===== config.mk =====
export PLATFORM = sky130hd
export DESIGN_NAME = arp_cache_responder
export DESIGN_NICKNAME = d
export VERILOG_FILES = /design/src/arp_pkg.sv /design/src/arp_front.sv /design/src/arp_queue.sv /design/src/arp_back.sv /design/src/arp_cache_responder.sv
export VERILOG_INCLUDE_DIRS = /design/src /design/src/src
export SDC_FILE = /design/constraint.sdc
export NUM_CORES = 2
export LEC_CHECK = 0
export CAP_MARGIN = 30
export CORE_MARGIN = 8
export CORE_UTILIZATION = 51
export CTS_BUF_LIST = sky130_fd_sc_hd__clkbuf_8
export DETAILED_ROUTE_END_ITERATION = 12
export DONT_BUFFER_PORTS = 1
export PLACE_DENSITY = 0.77
export SLEW_MARGIN = 20
export SYNTH_ARGS = -nofsm -noshare
export SYNTH_HDL_FRONTEND = slang
export SYNTH_SLANG_ARGS = --single-unit

===== constraint.sdc =====
create_clock -name clk -period 10.3 [get_ports clk]
set_input_delay 2.575 -clock clk [delete_from_list [all_inputs] [get_ports clk]]
set_output_delay 2.575 -clock clk [all_outputs]
set_load 0.02 [all_outputs]

===== src/arp_cache_responder_defines.svh =====
// Assertion macros used by the ARP cache responder top level.
`ifndef ARP_CACHE_RESPONDER_DEFINES_SVH
`define ARP_CACHE_RESPONDER_DEFINES_SVH

`ifndef NO_ASSERTIONS

// Same-cycle implication checked on every rising clock edge out of reset.
`define ARP_ASSERT_IMPLIES(name, clk, rst_n, ante, cons) \
    name: assert property (@(posedge clk) disable iff (!rst_n) (ante) |-> (cons)) \
        else $error("assertion failed: same-cycle implication");

// Next-cycle implication checked on every rising clock edge out of reset.
`define ARP_ASSERT_NEXT(name, clk, rst_n, ante, cons) \
    name: assert property (@(posedge clk) disable iff (!rst_n) (ante) |=> (cons)) \
        else $error("assertion failed: next-cycle implication");

`else

`define ARP_ASSERT_IMPLIES(name, clk, rst_n, ante, cons)

`define ARP_ASSERT_NEXT(name, clk, rst_n, ante, cons)

`endif

`endif


===== src/arp_pkg.sv =====
// Shared types and constants of the ARP cache responder.
package arp_pkg;

    // Header field values that a valid request carries.
    localparam logic [15:0] HW_ETHERNET    = 16'h0001;
    localparam logic [15:0] PROTO_IPV4     = 16'h0800;
    localparam logic [15:0] OPCODE_REQUEST = 16'h0001;

    // Reset value of the static host entry MAC.
    localparam logic [47:0] HOST_MAC_RESET = 48'hcafe33538287;

    // Request kinds.
    localparam logic KIND_PACKET = 1'b0;
    localparam logic KIND_LOOKUP = 1'b1;

    // Result status codes.
    localparam logic [2:0] ST_OK          = 3'd0;
    localparam logic [2:0] ST_BAD_HW      = 3'd1;
    localparam logic [2:0] ST_BAD_PROTO   = 3'd2;
    localparam logic [2:0] ST_NOT_OURS    = 3'd3;
    localparam logic [2:0] ST_NOT_REQUEST = 3'd4;
    localparam logic [2:0] ST_LOOKUP_MISS = 3'd5;

    // Operations handed from the classifier to the table engine.
    localparam logic [1:0] OP_REJECT = 2'd0;
    localparam logic [1:0] OP_LEARN  = 2'd1;
    localparam logic [1:0] OP_LOOKUP = 2'd2;

    // Configuration register indexes.
    localparam int CFG_IDX_W = 3;
    localparam logic [CFG_IDX_W-1:0] CFG_MY_IP    = 3'd0;
    localparam logic [CFG_IDX_W-1:0] CFG_MY_MAC   = 3'd1;
    localparam logic [CFG_IDX_W-1:0] CFG_HOST_IP  = 3'd2;
    localparam logic [CFG_IDX_W-1:0] CFG_HOST_MAC = 3'd3;

    // Depth of the command queue between classifier and table engine.
    localparam int QUEUE_DEPTH = 2;

    // Classified request waiting for the table engine.
    typedef struct packed {
        logic [1:0]  op;
        logic [2:0]  status;
        logic [31:0] ip;
        logic [47:0] mac;
    } arp_cmd_t;

    // One result as driven on the output ports.
    typedef struct packed {
        logic        valid;
        logic [2:0]  status;
        logic        table_full;
        logic        send_reply;
        logic [47:0] eth_dest_mac;
        logic [47:0] reply_target_mac;
        logic [31:0] reply_target_ip;
        logic [47:0] lookup_mac;
    } arp_result_t;

endpackage


===== src/arp_front.sv =====
// Request classifier: header checks and operation selection.
module arp_front
    import arp_pkg::*;
(
    input  logic        kind,
    input  logic [15:0] hw_type,
    input  logic [15:0] proto_type,
    input  logic [15:0] opcode,
    input  logic [31:0] sender_ip,
    input  logic [47:0] sender_mac,
    input  logic [31:0] dest_ip,
    input  logic [31:0] query_ip,
    input  logic [31:0] my_ip,
    output arp_cmd_t    cmd
);

    // Checks run in priority order; a packet that passes the header checks
    // is always handed on to be learned, and its final status is settled here already.
    always_comb
    begin
        cmd.mac = sender_mac;
        cmd.ip  = sender_ip;
        if (kind == KIND_LOOKUP)
        begin
            cmd.op     = OP_LOOKUP;
            cmd.status = ST_OK;
            cmd.ip     = query_ip;
        end
        else if (hw_type != HW_ETHERNET)
        begin
            cmd.op     = OP_REJECT;
            cmd.status = ST_BAD_HW;
        end
        else if (proto_type != PROTO_IPV4)
        begin
            cmd.op     = OP_REJECT;
            cmd.status = ST_BAD_PROTO;
        end
        else
        begin
            cmd.op = OP_LEARN;
            if (dest_ip != my_ip)
            begin
                cmd.status = ST_NOT_OURS;
            end
            else if (opcode != OPCODE_REQUEST)
            begin
                cmd.status = ST_NOT_REQUEST;
            end
            else
            begin
                cmd.status = ST_OK;
            end
        end
    end

endmodule


===== src/arp_queue.sv =====
// Small command queue between the classifier and the table engine.
module arp_queue
    import arp_pkg::*;
(
    input  logic     clk,
    input  logic     rst_n,
    input  logic     push,
    input  arp_cmd_t push_cmd,
    input  logic     pop,
    output arp_cmd_t head,
    output logic     full,
    output logic     empty
);

    localparam int QPTR_W = (QUEUE_DEPTH > 1) ? $clog2(QUEUE_DEPTH) : 1;

    arp_cmd_t          entry_reg [QUEUE_DEPTH];
    logic [QPTR_W-1:0] wr_ptr_reg;
    logic [QPTR_W-1:0] wr_ptr_next;
    logic [QPTR_W-1:0] rd_ptr_reg;
    logic [QPTR_W-1:0] rd_ptr_next;
    logic [QPTR_W:0]   count_reg;
    logic [QPTR_W:0]   count_next;

    assign full  = (count_reg == (QPTR_W+1)'(QUEUE_DEPTH));
    assign empty = (count_reg == '0);
    assign head  = entry_reg[rd_ptr_reg];

    // Pointer and fill bookkeeping; the depth is a power of two so the
    // pointers wrap on their own.
    always_comb
    begin
        wr_ptr_next = wr_ptr_reg;
        rd_ptr_next = rd_ptr_reg;
        count_next  = count_reg;
        if (push)
        begin
            wr_ptr_next = wr_ptr_reg + 1'b1;
        end
        if (pop)
        begin
            rd_ptr_next = rd_ptr_reg + 1'b1;
        end
        if (push && !pop)
        begin
            count_next = count_reg + 1'b1;
        end
        else if (pop && !push)
        begin
            count_next = count_reg - 1'b1;
        end
    end

    // Control state.
    always_ff @(posedge clk or negedge rst_n)
    begin
        if (!rst_n)
        begin
            wr_ptr_reg <= '0;
            rd_ptr_reg <= '0;
            count_reg  <= '0;
        end
        else
        begin
            wr_ptr_reg <= wr_ptr_next;
            rd_ptr_reg <= rd_ptr_next;
            count_reg  <= count_next;
        end
    end

    // Queue storage.
    always_ff @(posedge clk)
    begin
        if (push)
        begin
            entry_reg[wr_ptr_reg] <= push_cmd;
        end
    end

endmodule


===== src/arp_back.sv =====
// Table engine: scans the cache one slot per cycle, learns and resolves.
module arp_back
    import arp_pkg::*;
#(
    parameter int TABLE_ENTRIES = 16
)
(
    input  logic        clk,
    input  logic        rst_n,
    input  logic        q_empty,
    input  arp_cmd_t    q_head,
    input  logic [31:0] host_ip,
    input  logic [47:0] host_mac,
    output logic        pop,
    output arp_result_t result
);

    // The last slot is always the static host entry and lives in the
    // configuration registers; the rest are dynamic and fill from slot 0
    // upward without ever being freed, so a fill count marks the used ones.
    localparam int DYN   = TABLE_ENTRIES - 1;
    localparam int IDX_W = (DYN > 1) ? $clog2(DYN) : 1;
    localparam int CNT_W = $clog2(DYN + 1);
    localparam logic [CNT_W-1:0] DYN_CNT = CNT_W'(DYN);

    localparam logic S_IDLE = 1'b0;
    localparam logic S_SCAN = 1'b1;

    logic [31:0]      mem_ip  [DYN];
    logic [47:0]      mem_mac [DYN];
    logic [31:0]      rd_ip_reg;
    logic [47:0]      rd_mac_reg;
    logic [IDX_W-1:0] rd_addr;
    logic             wr_en;
    logic [IDX_W-1:0] wr_addr;

    logic             state_reg;
    logic             state_next;
    arp_cmd_t         cmd_reg;
    arp_cmd_t         cmd_next;
    logic [CNT_W-1:0] idx_reg;
    logic [CNT_W-1:0] idx_next;
    logic [CNT_W-1:0] fill_reg;
    logic [CNT_W-1:0] fill_next;
    arp_result_t      res_reg;
    arp_result_t      res_next;

    logic             at_end;
    logic             slot_hit;
    logic             host_hit;
    logic             has_room;
    logic             learn_done;
    logic             learn_full;
    logic             learn_host;

    assign at_end   = (idx_reg == fill_reg);
    assign slot_hit = (rd_ip_reg == cmd_reg.ip);
    assign host_hit = (host_ip == cmd_reg.ip);
    assign has_room = (fill_reg != DYN_CNT);
    assign wr_addr  = idx_reg[IDX_W-1:0];
    assign rd_addr  = (idx_next < DYN_CNT) ? idx_next[IDX_W-1:0] : '0;
    assign result   = res_reg;

    // Sequencer: pop a command, answer a reject directly, else walk the used slots, then the host slot.
    always_comb
    begin
        state_next = state_reg;
        cmd_next   = cmd_reg;
        idx_next   = idx_reg;
        fill_next  = fill_reg;
        res_next   = '0;
        pop        = 1'b0;
        wr_en      = 1'b0;
        learn_done = 1'b0;
        learn_full = 1'b0;
        learn_host = 1'b0;
        case (state_reg)
            S_IDLE:
            begin
                if (!q_empty)
                begin
                    pop      = 1'b1;
                    cmd_next = q_head;
                    idx_next = '0;
                    if (q_head.op == OP_REJECT)
                    begin
                        res_next.valid  = 1'b1;
                        res_next.status = q_head.status;
                    end
                    else
                    begin
                        state_next = S_SCAN;
                    end
                end
            end
            S_SCAN:
            begin
                if (cmd_reg.op == OP_LEARN)
                begin
                    if (at_end)
                    begin
                        learn_done = 1'b1;
                        if (has_room)
                        begin
                            wr_en     = 1'b1;
                            fill_next = fill_reg + 1'b1;
                        end
                        else
                        begin
                            learn_full = !host_hit;
                            learn_host = host_hit;
                        end
                    end
                    else if (slot_hit)
                    begin
                        // Refresh of a dynamic entry rewrites the same address.
                        learn_done = 1'b1;
                        wr_en      = 1'b1;
                    end
                    else
                    begin
                        idx_next = idx_reg + 1'b1;
                    end
                end
                else
                begin
                    if (at_end)
                    begin
                        state_next     = S_IDLE;
                        res_next.valid = 1'b1;
                        if (host_hit)
                        begin
                            res_next.status     = ST_OK;
                            res_next.lookup_mac = host_mac;
                        end
                        else
                        begin
                            res_next.status = ST_LOOKUP_MISS;
                        end
                    end
                    else if (slot_hit)
                    begin
                        state_next          = S_IDLE;
                        res_next.valid      = 1'b1;
                        res_next.status     = ST_OK;
                        res_next.lookup_mac = rd_mac_reg;
                    end
                    else
                    begin
                        idx_next = idx_reg + 1'b1;
                    end
                end
                // A learned sender resolves to its own MAC unless the dynamic slots are
                // full and only the static host entry matched it.
                if (learn_done)
                begin
                    state_next          = S_IDLE;
                    res_next.valid      = 1'b1;
                    res_next.status     = cmd_reg.status;
                    res_next.table_full = learn_full;
                    if (cmd_reg.status == ST_OK)
                    begin
                        res_next.send_reply       = 1'b1;
                        res_next.eth_dest_mac     = learn_host ? host_mac : cmd_reg.mac;
                        res_next.reply_target_mac = cmd_reg.mac;
                        res_next.reply_target_ip  = cmd_reg.ip;
                    end
                end
            end
            default:
            begin
                state_next = S_IDLE;
            end
        endcase
    end

    // Control state and result register.
    always_ff @(posedge clk or negedge rst_n)
    begin
        if (!rst_n)
        begin
            state_reg <= S_IDLE;
            idx_reg   <= '0;
            fill_reg  <= '0;
            res_reg   <= '0;
        end
        else
        begin
            state_reg <= state_next;
            idx_reg   <= idx_next;
            fill_reg  <= fill_next;
            res_reg   <= res_next;
        end
    end

    // Command payload.
    always_ff @(posedge clk)
    begin
        cmd_reg <= cmd_next;
    end

    // Slot memory: one write port, one registered read port.
    always_ff @(posedge clk)
    begin
        if (wr_en)
        begin
            mem_ip[wr_addr]  <= cmd_reg.ip;
            mem_mac[wr_addr] <= cmd_reg.mac;
        end
        rd_ip_reg  <= mem_ip[rd_addr];
        rd_mac_reg <= mem_mac[rd_addr];
    end

endmodule


===== src/arp_cache_responder.sv =====
// Top level of the ARP cache responder.
//
// Requests enter on start with busy low; kind selects a decoded ARP packet
// or a lookup of query_ip. A classifier checks the header and queues the
// request in a two-entry command queue; busy is high while it is full.
// The table engine takes one request at a time and walks the cache one
// slot per cycle through a slot memory with one write and one read port.
// Every request yields exactly one result, shown for one cycle with
// result_valid high; fields that do not apply read zero. Results cannot
// be held off.
// A packet failing the header checks is answered when the engine pops
// it, without a scan; a learn or lookup walks the used slots, of which
// there are at most TABLE_ENTRIES - 1. The engine finishes one request
// before it takes the next; queued requests wait for those ahead.
// Configuration writes are always ready; the user must issue them only
// while the block is idle, which the block itself does not enforce.
// Writes to index 1 are accepted and have no effect on results.
// Reset empties the queue and forgets all learned entries at once; the
// last slot is the static host entry and follows host_ip and host_mac.
`include "arp_cache_responder_defines.svh"

module arp_cache_responder
    import arp_pkg::*;
#(
    parameter int TABLE_ENTRIES = 16
)
(
    input  logic                 clk,
    input  logic                 rst_n,
    input  logic                 start,
    output logic                 busy,
    input  logic                 kind,
    input  logic [15:0]          hw_type,
    input  logic [15:0]          proto_type,
    input  logic [15:0]          opcode,
    input  logic [31:0]          sender_ip,
    input  logic [47:0]          sender_mac,
    input  logic [31:0]          dest_ip,
    input  logic [31:0]          query_ip,
    input  logic                 cfg_valid,
    output logic                 cfg_ready,
    input  logic [CFG_IDX_W-1:0] cfg_index,
    input  logic [47:0]          cfg_data,
    output logic                 result_valid,
    output logic [2:0]           status,
    output logic                 table_full,
    output logic                 send_reply,
    output logic [47:0]          eth_dest_mac,
    output logic [47:0]          reply_target_mac,
    output logic [31:0]          reply_target_ip,
    output logic [47:0]          lookup_mac
);

    logic [31:0] my_ip_reg;
    logic [31:0] host_ip_reg;
    logic [47:0] host_mac_reg;
    logic        cfg_write;
    logic        push;
    logic        pop;
    logic        q_full;
    logic        q_empty;
    arp_cmd_t    front_cmd;
    arp_cmd_t    q_head;
    arp_result_t result;
    logic        learn_status;
    logic        miss_result;
    logic        host_ip_wr;

    assign cfg_ready = 1'b1;
    assign cfg_write = cfg_valid && cfg_ready;
    assign busy      = q_full;
    assign push      = start && !busy;

    // Configuration registers.
    always_ff @(posedge clk or negedge rst_n)
    begin
        if (!rst_n)
        begin
            my_ip_reg    <= '0;
            host_ip_reg  <= '0;
            host_mac_reg <= HOST_MAC_RESET;
        end
        else if (cfg_write)
        begin
            case (cfg_index)
                CFG_MY_IP:    my_ip_reg    <= cfg_data[31:0];
                CFG_HOST_IP:  host_ip_reg  <= cfg_data[31:0];
                CFG_HOST_MAC: host_mac_reg <= cfg_data;
                default:
                begin
                end
            endcase
        end
    end

    // Header checks and operation selection.
    arp_front u_front (
        .kind       (kind),
        .hw_type    (hw_type),
        .proto_type (proto_type),
        .opcode     (opcode),
        .sender_ip  (sender_ip),
        .sender_mac (sender_mac),
        .dest_ip    (dest_ip),
        .query_ip   (query_ip),
        .my_ip      (my_ip_reg),
        .cmd        (front_cmd)
    );

    // Decoupling queue.
    arp_queue u_queue (
        .clk      (clk),
        .rst_n    (rst_n),
        .push     (push),
        .push_cmd (front_cmd),
        .pop      (pop),
        .head     (q_head),
        .full     (q_full),
        .empty    (q_empty)
    );

    // Cache scan and result generation.
    arp_back #(
        .TABLE_ENTRIES (TABLE_ENTRIES)
    ) u_back (
        .clk      (clk),
        .rst_n    (rst_n),
        .q_empty  (q_empty),
        .q_head   (q_head),
        .host_ip  (host_ip_reg),
        .host_mac (host_mac_reg),
        .pop      (pop),
        .result   (result)
    );

    // Result ports.
    assign result_valid     = result.valid;
    assign status           = result.status;
    assign table_full       = result.table_full;
    assign send_reply       = result.send_reply;
    assign eth_dest_mac     = result.eth_dest_mac;
    assign reply_target_mac = result.reply_target_mac;
    assign reply_target_ip  = result.reply_target_ip;
    assign lookup_mac       = result.lookup_mac;

    // Conditions watched by the checks below.
    assign learn_status = (status != ST_BAD_HW) && (status != ST_BAD_PROTO) &&
                          (status != ST_LOOKUP_MISS);
    assign miss_result  = result_valid && (status == ST_LOOKUP_MISS);
    assign host_ip_wr   = cfg_write && (cfg_index == CFG_HOST_IP);

    // A reply goes out only with a strobe and an ok status.
    `ARP_ASSERT_IMPLIES(a_reply_ok, clk, rst_n, send_reply, result_valid && status == ST_OK)

    // Only packets that passed the header checks can report a full table.
    `ARP_ASSERT_IMPLIES(a_full_learned, clk, rst_n, table_full, result_valid && learn_status)

    // A lookup miss carries no MAC and no reply.
    `ARP_ASSERT_IMPLIES(a_miss_clean, clk, rst_n, miss_result, lookup_mac == '0 && !send_reply)

    // A host address write lands in the static entry on the next cycle.
    `ARP_ASSERT_NEXT(a_host_ip_wr, clk, rst_n, host_ip_wr, host_ip_reg == $past(cfg_data[31:0]))

endmodule

==> key figures <==
CTS
  – Clock Pin Slew Worst Setup and Hold Paths: approximately 0.06 ns
  – Total CTS buffers: approximately 300
  – Clk_lat worst skew: roughly 0.99 ns
  – Clock sinks: between 1500 and 2000
  – CTS Buffer Depth: 4
  – Postcts setup bufs: 0
  – CTS H-tree lvls: 5
  – Post-CTS resize count: 0
  – TritonCTS clock tree: yes
  – CTS Root Buffer Type: clkbuf_8
  – Hold Buf Count CTS: 0

Die
  – Die height: approximately 390 µm
  – Die ar.: 148000 µm²
  – Core area: ~140000 µm²
  – Initial core utilization: between 50% and 60%
  – Rows: approximately 140
  – Ports: 432
  – Die width: slightly below 400 µm

Power
  – Power, Total: ~25000 µW
  – Flop pwr share: 44.5%
  – Internal: between 10000 and 15000 µW
  – PwrDens: roughly 320 nW/µm²
  – Clock power frac: 23.8%
  – Leakage power: around 0.028 µW
  – Combinational share of power: 31.7%
  – Sw Pwr: 9580 µW
  – Worst vdd ir: between 0.0004 and 0.0005 V
  – Switch share: 39.1%

Yosys
  – Number of flops mapped to enable cells by yosys: between 1000 and 1500
  – Async S/R FF share, synth: 16.7%
  – Avg Cell Area, Syn: about 15 µm²
  – Mapped Area: 69500 µm²
  – #FFs+latches synth: approximately 1800
  – Cells after Synth: 4690
  – Top_reg_cell synth: edfxtp_1
  – Ys Warns: 0
  – Sequential cell area fraction in the yosys report: between 70 and 80%
  – Mapped Nets: between 4000 and 5000
  – Post-synth cell types: 58

Final layout
  – Most frequent cells in the layout: edfxtp_1 (1455), nand2_1 (875), clkbuf_8 (339), dfrtp_1 (281), a21oi_1 (257)
  – Area growth from synthesis to layout: 11.4%
  – Final #Nets: approximately 5000
  – Number of flip-flops in the largest register: around 700
  – # fillers: around 10000
  – Layout cell share with drive strength beyond 1: 15.4%
  – Register bank with the most flops: u_back.mem_mac
  – Commonest non-fill, non-tap cell in the layout: edfxtp_1

Drt
  – DRT Pass-1 Iters: 6
  – Initial DRC Count: about 6500
  – DR vias: between 40000 and 50000
  – Wire length per cell: slightly above 30 µm
  – # DRC: 0
  – Routed WL: approximately 210 mm
  – ANT nets after route: 0
  – DR vias/cell: about 6.4

Setup path
  – Critical Path AT: about 7.3 ns
  – Crit start category: flip-flop
  – Critical-path maximum fanout: 94
  – Setup crit end kind: flip-flop
  – R2r startpoint: u_back.idx_reg[0]
  – Setup slack, reg-to-reg: roughly 3.9 ns
  – Crit Path Class: reg -> reg
  – Register-to-Register Path Depth: 11
  – Required @ worst endpoint: between 10 and 15 ns
  – FF-to-FF End: u_back.rd_ip_reg[1]

STA
  – Final setup viols: 0
  – Worst Tran Pin Value: about 1.6 ns
  – Fmax: 156 MHz
  – Final min period: around 6.4 ns
  – RSZ-0062 raised after global routing: false
  – Rel. slew slack: -4.03%
  – Setup TNS Final: 0 ns
  – Fin. max-slew vios: ~110
  – Period utilization: approximately 62%
  – Final hold vios: 0
  – Clock skew: 0.0794 ns
  – Setup ws final: 3.91 ns

Status
  – Failing checks: slew limit
  – Status: finished, violations left

Global route
  – GR Util met3: approximately an eighth
  – Global-route wire length before repair: a little under 300 mm
  – Initial antenna violation count: 29
  – Total grt overflow: 0
  – Number of global-route vias before repair: 42900
  – GRT busiest layer: met2
  – M1 GR Usage: 33.8%
  – GRT Total Usage: a little over a quarter
  – Grt met2 use: 40.7%
  – Largest net degree at the start of global routing: roughly 310

Job
  – Max-cap violations: 0

Hold path
  – Worst hold path type: reg -> reg
  – Worst hold start: u_back.rd_mac_reg[10]
  – Hold endpoint: u_back.result[10]
  – Hold Crit Depth: 2

Placement
  – Gpl congestion: 0.860
  – HPWL after DPL: 118 mm
  – Place WS: between 3 and 4 ns
  – Port Buffer Count: 0
-- power by group through the flow --
stage	registers [µW]	clock network, µW	logic [µW]
after floorplan	10500	0	4830
after global placement	11000	0	7250
after detailed placement	11000	0	7450
after CTS	10900	5880	7490
after global routing	11000	6210	8170
final	10900	5830	7760
-- cells in the mapped netlist, drive strengths merged, types with 2 or more instances --
library cell  number  area share [%]
a211o              3           0.038
a211oi            80            0.86
a21o              79            0.85
a21oi            257             1.9
a221o              2           0.029
a221oi            80             1.0
a2bb2oi           80             1.0
a31oi            158             1.4
and3              83            0.75
buf               80            0.56
clkbuf           218             1.2
dfrtp            282              10
dfstp             25            0.95
dfxtp             80             2.3
edfxtp          1455              63
ha                 6            0.11
inv               12           0.065
mux2             232             3.8
mux2i              5           0.077
nand2            876             4.7
nand2b             4           0.036
nand3            133            0.96
nand4             20            0.19
nor2             103            0.56
nor3               9           0.065
nor4              28            0.25
nor4b              4           0.050
o211ai             5           0.061
o21ai             85            0.61
o221ai            81             1.0
xnor2             42            0.53
xor2              66            0.83
-- layer usage --
metal  part of all wire, %  vias to the layer above
met3                    16                      476
met4                   3.9                       10
met2                    45                     3434
li1                      -                    17900
met1                    35                    21600
met5                 0.033                        -
-- layout make-up --
| class | count | area [µm²] | share of cell area, % |
|---|---|---|---|
| diodes | 38 | 95.1 | 0.123 |
| repair buffers | 96 | 993 | 1.28 |
| clock buffers | 339 | 4670 | 6.03 |
| well taps | 1781 | 2230 | 2.88 |
| flip-flops and latches | 1842 | 53000 | 68.5 |
| multi-input cells | 2538 | 15500 | 20.1 |
| inverters | 12 | 57.6 | 0.0744 |
| clock inverters | 180 | 815 | 1.05 |
-- critical path: stages (launching register included) --
cell and delay, ns:
dfrtp_1 0.73, xnor2_1 0.25, nand4_4 0.10, buf_4 0.81, o2111ai_1 0.33, mux2_8 0.78, buf_4 0.86, a211o_2 0.91
buf_4 0.79, a2bb2oi_1 0.21, a211oi_1 0.11, o21ai_0 0.23
-- worst max path at each step --
| stage | start | end | slack (ns) | cells after the start |
|---|---|---|---|---|
| 2_1_floorplan | u_back.cmd_reg[76] | u_back.mem_ip[2][0] | 2.01 | 9 |
| 3_3_place_gp | u_back.cmd_reg[73] | u_back.rd_ip_reg[13] | 3.83 | 12 |
| 3_5_place_dp | u_back.cmd_reg[73] | u_back.rd_ip_reg[17] | 3.65 | 12 |
| 4_1_cts | u_back.cmd_reg[73] | u_back.rd_ip_reg[1] | 3.66 | 12 |
| 5_1_grt | u_back.cmd_reg[73] | u_back.rd_ip_reg[11] | 3.74 | 12 |
| 6_report | u_back.idx_reg[0] | u_back.rd_ip_reg[1] | 3.91 | 11 |
-- logic make-up after synthesis --
kind of cell	Yosys count	synth area share, %
XOR/XNOR	108	1.36
flip-flops	1842	76.3
other	1	0.00540
AND/OR/NAND/NOR	1267	7.67
AO/OA/AOI/OAI	919	8.90
multiplexers	237	3.84
adder cells (fa/ha/maj)	6	0.108
buffers and inverters	310	1.80
-- metrics by stage --
step                      cell area (µm²)  hold WS (ns)  std cells  utilization, %
after floorplan                     69500         0.412       4690               -
after global routing                77400         0.472       6814            57.2
after global placement              71500         0.456       6256            52.9
after CTS                           77200         0.460       6783            57.0
after detailed placement            71700         0.458       6264            53.0
final                               77400         0.457       6826            57.2
No activity file was read; power rests on OpenSTA's default activity.
